File: config.mk
export PLATFORM = sky130hd
export DESIGN_NAME = spf_ctrl
export DESIGN_NICKNAME = d
export VERILOG_FILES = /design/src/rtl/core/spf_pkg.sv /design/src/rtl/core/spf_ctrl.sv
export SDC_FILE = /design/constraint.sdc
export NUM_CORES = 1
export LEC_CHECK = 0
export BUFFER_PORTS_ARGS = -buffer_cell sky130_fd_sc_hd__buf_2
export CAP_MARGIN = 20
export CELL_PAD_IN_SITES_DETAIL_PLACEMENT = 1
export CELL_PAD_IN_SITES_GLOBAL_PLACEMENT = 1
export CORE_MARGIN = 2
export CORE_UTILIZATION = 28
export CTS_CLUSTER_SIZE = 12
export DETAILED_ROUTE_END_ITERATION = 10
export GPL_ROUTABILITY_DRIVEN = 0
export PLACE_DENSITY_LB_ADDON = 0.1
export SLEW_MARGIN = 20
export SYNTH_ARGS = -nofsm -noshare
export SYNTH_HDL_FRONTEND = slang
export SYNTH_SLANG_ARGS = --single-unit
File: constraint.sdc
create_clock -name clk -period 1.57 [get_ports clk]
set_input_delay 0.314 -clock clk [delete_from_list [all_inputs] [get_ports clk]]
set_output_delay 0.314 -clock clk [all_outputs]
set_load 0.03 [all_outputs]
File: src/rtl/core/spf_pkg.sv
// Package for the smallest prime factor sieve factorizer.
// Holds the widths, status codes, op codes, emit kinds, controller states and the command/status structs.
// No dependencies.
package spf_pkg;

  localparam int VW = 20;
  localparam int EW = 5;
  localparam int SW = 2;

  typedef enum logic [1:0] {
    ST_OK        = 2'd0,
    ST_OVER      = 2'd1,
    ST_NOT_BUILT = 2'd2
  } status_t;

  typedef enum logic [0:0] {
    OP_BUILD  = 1'b0,
    OP_FACTOR = 1'b1
  } op_t;

  typedef enum logic [2:0] {
    EM_EMPTY,
    EM_OVER,
    EM_NOT_BUILT,
    EM_PRIME,
    EM_FINAL
  } emit_t;

  typedef enum logic [3:0] {
    S_IDLE,
    S_CLR,
    S_I_RD,
    S_I_CHK,
    S_J_RD,
    S_J_WR,
    S_BDONE,
    S_CHK,
    S_F_RD,
    S_F_LOOK,
    S_F_DIVW,
    S_F_FIN
  } state_t;

  typedef struct packed {
    logic  ld_in;
    logic  bld_init;
    logic  clr_wr;
    logic  i_init;
    logic  rd_i;
    logic  mark_i;
    logic  i_inc;
    logic  rd_j;
    logic  wr_j;
    logic  j_inc;
    logic  set_built;
    logic  rd_cur;
    logic  take_p;
    logic  div_start;
    logic  div_take;
    logic  emit;
    emit_t emit_kind;
  } cmd_t;

  typedef struct packed {
    logic built;
    logic v_small;
    logic v_over;
    logic clr_last;
    logic i_done;
    logic j_done;
    logic rd_zero;
    logic p_diff;
    logic div_done;
    logic quot_one;
    logic out_free;
  } stat_t;

endpackage

File: src/rtl/core/spf_ctrl.sv
// Controller state machine for build and factor sequences.
// Depends on spf_pkg.
module spf_ctrl (
  input  logic           clk,
  input  logic           rst_n,
  input  logic           in_valid,
  input  logic           in_op,
  output logic           in_ready,
  input  spf_pkg::stat_t stat,
  output spf_pkg::cmd_t  cmd
);
  import spf_pkg::*;

  state_t state_r;
  state_t state_nxt;

  always_ff @(posedge clk) begin
    if (!rst_n) begin
      state_r <= S_IDLE;
    end else begin
      state_r <= state_nxt;
    end
  end

  always_comb begin
    state_nxt     = state_r;
    cmd           = '0;
    cmd.emit_kind = EM_EMPTY;
    in_ready      = 1'b0;
    unique case (state_r)
      S_IDLE: begin
        in_ready = 1'b1;
        if (in_valid) begin
          cmd.ld_in = 1'b1;
          if (in_op == OP_BUILD) begin
            cmd.bld_init = 1'b1;
            state_nxt    = S_CLR;
          end else begin
            state_nxt = S_CHK;
          end
        end
      end
      S_CLR: begin
        cmd.clr_wr = 1'b1;
        if (stat.clr_last) begin
          cmd.i_init = 1'b1;
          state_nxt  = S_I_RD;
        end
      end
      S_I_RD: begin
        if (stat.i_done) begin
          state_nxt = S_BDONE;
        end else begin
          cmd.rd_i  = 1'b1;
          state_nxt = S_I_CHK;
        end
      end
      S_I_CHK: begin
        if (stat.rd_zero) begin
          cmd.mark_i = 1'b1;
          state_nxt  = S_J_RD;
        end else begin
          cmd.i_inc = 1'b1;
          state_nxt = S_I_RD;
        end
      end
      S_J_RD: begin
        if (stat.j_done) begin
          cmd.i_inc = 1'b1;
          state_nxt = S_I_RD;
        end else begin
          cmd.rd_j  = 1'b1;
          state_nxt = S_J_WR;
        end
      end
      S_J_WR: begin
        cmd.wr_j  = 1'b1;
        cmd.j_inc = 1'b1;
        state_nxt = S_J_RD;
      end
      S_BDONE: begin
        if (stat.out_free) begin
          cmd.emit      = 1'b1;
          cmd.emit_kind = EM_EMPTY;
          cmd.set_built = 1'b1;
          state_nxt     = S_IDLE;
        end
      end
      S_CHK: begin
        if (!stat.built || stat.v_small || stat.v_over) begin
          if (stat.out_free) begin
            cmd.emit = 1'b1;
            if (!stat.built) begin
              cmd.emit_kind = EM_NOT_BUILT;
            end else if (stat.v_small) begin
              cmd.emit_kind = EM_EMPTY;
            end else begin
              cmd.emit_kind = EM_OVER;
            end
            state_nxt = S_IDLE;
          end
        end else begin
          state_nxt = S_F_RD;
        end
      end
      S_F_RD: begin
        cmd.rd_cur = 1'b1;
        state_nxt  = S_F_LOOK;
      end
      S_F_LOOK: begin
        if (!stat.p_diff || stat.out_free) begin
          cmd.emit      = stat.p_diff;
          cmd.emit_kind = EM_PRIME;
          cmd.take_p    = 1'b1;
          cmd.div_start = 1'b1;
          state_nxt     = S_F_DIVW;
        end
      end
      S_F_DIVW: begin
        if (stat.div_done) begin
          if (stat.quot_one) begin
            state_nxt = S_F_FIN;
          end else begin
            cmd.div_take = 1'b1;
            state_nxt    = S_F_RD;
          end
        end
      end
      S_F_FIN: begin
        if (stat.out_free) begin
          cmd.emit      = 1'b1;
          cmd.emit_kind = EM_FINAL;
          state_nxt     = S_IDLE;
        end
      end
      default: state_nxt = S_IDLE;
    endcase
  end

endmodule

==> results.yml, run 1 <==
synth:
  syn-instance-count: 82
  syn_avg_cell_area_sq_um: 7.43
  synth_area_leaders: "dfxtp_1 (13%), or4bb_1 (5.5%), buf_4 (4.9%)"
  synthMuxAreaShare_pct: 1.85
  synth-seq-cells: 4
  synth_top_area_cell: "dfxtp_1"
  synth.cell_area_sq_um: 609
  yosysSeqAreaShare_pct: 13.1
  synth-xor-area-share_pct: 0
  synth-simple-area-share_pct: 52.0
  synth_compound_area_share_pct: 22.4
  ys_warn_count: 0
  syn_nets: 97
  synth_top_family_by_area: "simple AND/OR/NAND/NOR gates"
  synth_async_sr_flop_share_pct: 0
  synth_edf_count: 0
  ys_types: 39
  synthAdderAreaFrac_pct: 0
  synth_ff_type: "dfxtp_1"
  synth_top_area_share_pct: 13.1
global_routing:
  grt_start_max_net_pins: 12
  antenna_found_initial: 0
floorplan:
  fp.dieH_um: 50.7
  initial_core_util_pct: 30.4
  rows: 16
  fp.dieW_um: 50.7
  ioPinCount: 35
clocking:
  hold_buffers: 0
  cts_inserted_buffers: 3
  clockBufferDepth: 2
  clock_sinks: 4
  root_buffer: "clkbuf_4"
  cts_max_level: 1
run_status:
  stop_stage: "global routing (5_1_grt)"
  run_status: "aborted with a tool error"
  stop_error: "[ERROR DPL-0033] detailed placement checks failed during check placement."
timing:
  endpoint_type: "output port"
  crit_endpoint: "cmd[12]"
placement:
  io_buffers: 34
  post-dp-hpwl_mm: 2.02
==> timing repair <==
item | CTS
setup buffers | 10
endpoints found under the hold margin | 0
pin swaps | 13
endpoints found under the setup margin | 23
gates resized for setup | 59
==> logic make-up after synthesis <==
kind of cell	Yosys count
AND/OR/NAND/NOR	47
multiplexers	1
buffers and inverters	11
flip-flops	4
AO/OA/AOI/OAI	19
==> metrics by stage <==
stage	setup slack [ns]	std cells	hold slack (ns)	area, sq um	TNS (ns)
floorplan	-0.264	82	0.432	697	-0.903
global placement	-0.164	164	0.545	1050	-1.42
detailed placement	-0.228	164	0.546	1050	-2.02
CTS	-0.301	176	0.351	1350	-3.83
==> synth_stat cells, types with 2 or more instances <==
cell      n
nand2_1   4
nor3_1    2
dfxtp_1   4
nor4bb_1  2
nor3b_1   2
nand2b_1  4
nand3b_1  2
and2_1    4
nor2_1    8
nor2b_1   2
o21ai_0   2
a21oi_1   4
a21boi_0  3
or4bb_1   3
buf_4     4
a221oi_1  2
and3_1    3
nand3_1   2
inv_1     5
==> run 2: changes to the inputs <==
CELL_PAD_IN_SITES_DETAIL_PLACEMENT = default   (was 1)
CELL_PAD_IN_SITES_GLOBAL_PLACEMENT = default   (was 1)
CORE_AREA = 2 2 63 65   (was default)
CORE_MARGIN = default   (was 2)
CORE_UTILIZATION = default   (was 28)
CTS_CLUSTER_SIZE = default   (was 12)
DIE_AREA = 0 0 65 67   (was default)
PLACE_DENSITY_LB_ADDON = 0.15   (was 0.1)
==> run 2 against run 1 <==
The flow now finishes, with violations (setup timing). Synthesized area unchanged. Synthesized cell count unchanged.
==> results.yml, run 2 <==
run_status:
  run_status: "finished, violations left"
  violations: "setup timing"
critical_path:
  r2r_start: "state_r[3]$_SDFFE_PN0P_"
  max_stage_delay_ns: 0.49
  cp.arrival_ns: 1.53
  path_cells: "buf_6, or4bb_1, a21oi_2, buf_6"
  required_ns: 1.26
  path_common_cell: "buf_6"
  worstSetupPathType: "reg2out"
  cp-end-kind: "output pin"
  crit_path_start_kind: "flop"
  cp_max_fo: 6
  cp_num_buf_inv: 2
  cpLargestDelayFamily: "simple AND/OR/NAND/NOR gates"
  critPathLaunch: "state_r[2]$_SDFFE_PN0P_"
  slowest_stage: "or4bb_1"
clocking:
  hold_buffers: 0
  cts_max_level: 1
  clock_sinks: 4
  clock_latency_ns: 0.21
  cts_inserted_buffers: 3
  root_buffer: "clkbuf_8"
  clockBufferDepth: 2
  cts_tree: "built"
  path_clk_slew_ns: 0.03
timing:
  finalMaxSlewViolations: 0
  min_period_ns: 1.84
  finalSetupViolCount: 20
  setup-tns-final_ns: -2.84
  fmaxAchievable_ghz: 0.542
  rsz0062_at_grt: "true"
  hold_viol: 0
  skew_ns: 0.00135
  relSlewSlack_pct: 77.0
  min_period_over_period_pct: 117
  worst_slew_pin_slew_ns: 0.346
  finalWorstSetupSlack_ns: -0.274
final_layout:
  antenna_cells: 0
  fillerInstances: 371
  top_register: "state_r"
  area_delta_synth_final_pct: 158
  layout_top_registers: "state_r: 4 flops"
  final_net_count: 173
  fin_util_pct: 43.6
  design_area_sq_um: 1570
  largest_reg_flops: 4
  register_area_sq_um: 95.1
  final_cell_mix: "buf_6 (33), buf_4 (29), buf_2 (14), nor2_4 (5)"
  drive_above_1_share_pct: 76.9
  multi_input_area_sq_um: 676
  final_common_cell: "buf_6"
global_routing:
  overflow: 0
  antenna_found_initial: 0
  grt_start_max_net_pins: 12
  track_usage_pct: 12.7
  grt_pass1_wl_mm: 4.20
  grt_pass1_vias: 885
route:
  drc: 0
  drt_first_pass_iters: 4
  drtAntennaViolNets: 0
  wire_per_inst_um: 13.2
  routed_via_density: 4.46
  drt_iter0_drc: 19
  vias: 910
  routed_wl_mm: 2.69
synth:
  yosysSeqAreaShare_pct: 13.1
  ys_types: 39
  synth_edf_count: 0
  ys_warn_count: 0
  synth_async_sr_flop_share_pct: 0
  synth_top_area_share_pct: 13.1
  synth_ff_type: "dfxtp_1"
  synth_area_leaders: "dfxtp_1 (13%), or4bb_1 (5.5%), buf_4 (4.9%)"
  syn_nets: 97
  yosysMostFrequentCell: "nor2_1"
  synth-seq-cells: 4
  syn_avg_cell_area_sq_um: 7.43
  syn-instance-count: 82
  synth.cell_area_sq_um: 609
  synth_top_area_cell: "dfxtp_1"
  yosys-top-cells-count: "nor2_1 (8), inv_1 (5)"
floorplan:
  core_area_sq_um: 3610
  initial_core_util_pct: 16.9
  fp.dieH_um: 67
  fp.dieW_um: 65
  ioPinCount: 35
  rows: 22
  die_area_sq_um: 4360
power:
  ir_drop_v: 0.000692
  power_density_nw_per_um2: 1390
  power_uw: 2180
  leakagePower_uw: 0.000684
placement:
  place_area_sq_um: 1110
  post-dp-hpwl_mm: 2.06
  io_buffers: 34
  dpl_worst_slack_ns: -0.246
hold_path:
  min_from: "rst_n"
  hold_class: "in2reg"
run:
  maxCapViolations: 0
[run 2: cell counts after synthesis]
No cell type changed its count.
[run 2: area by class of cell]
type	instances	area share, %
repair buffers	77	43.2
clock buffers	3	2.63
flip-flops and latches	4	6.05
inverters	5	1.35
well taps	48	3.82
multi-input cells	67	43.0
[run 2: stage by stage]
stage / instances / hold WS, ns
floorplan: 82 / 0.432
finish: 204 / 0.369
global route: 204 / 0.381
detailed placement: 188 / 0.569
CTS: 197 / 0.368
global placement: 188 / 0.570
[run 2: report_power, final]
| group | leakage (uW) | internal (uW) | total, uW | switching, uW |
|---|---|---|---|---|
| Combinational | 0.000627 | 954 | 1700 | 746 |
| Clock | 0.0000216 | 163 | 212 | 49.2 |
| Sequential | 0.0000356 | 158 | 273 | 115 |
| Total | 0.000684 | 1270 | 2180 | 910 |
[run 2: worst min-delay path, delay by kind of cell]
kind,cells,cell delay [ns]
buf+inv,1,0.11
compound gates,1,0.05
simple gates,1,0.07
[run 2: path summary, 6_finish.rpt]
kind	endpoint	slack, ns	cells after the start
hold / removal	state_r[0]$_SDFFE_PN0P_	0.37	3
setup / recovery	cmd[12]	-0.27	4
hold reg to reg	state_r[3]$_SDFFE_PN0P_	0.56	2
setup reg to reg	state_r[0]$_SDFFE_PN0P_	-0.13	7
[run 2: kinds of logic (layout without fill, tap and decap cells)]
logic type / after synthesis / in the layout / synth area share (%)
simple gates: 47 / 47 / 51.9
mux: 1 / 1 / 1.85
flops: 4 / 4 / 13.1
compound gates: 19 / 19 / 22.4
buf+inv: 11 / 85 / 10.7
[run 2: repair_timing]
item                                    in CTS  in global routing
gates resized for setup                     54                 36
endpoints found under the setup margin      23                 23
pin swaps                                    9                 16
buffers inserted                             6                  7
[run 2: per-layer routing]
layer | routed length, um | GRT usage [%] | vias to the layer above
li1 | - | - | 455
met1 | 1220 | 16.6 | 419
met2 | 1320 | 21.3 | 34
met3 | 133 | 1.69 | 2
met4 | 17 | 3.99 | 0
met5 | 0 | 0 | -
Note: power is estimated with default switching activity, not from simulation.
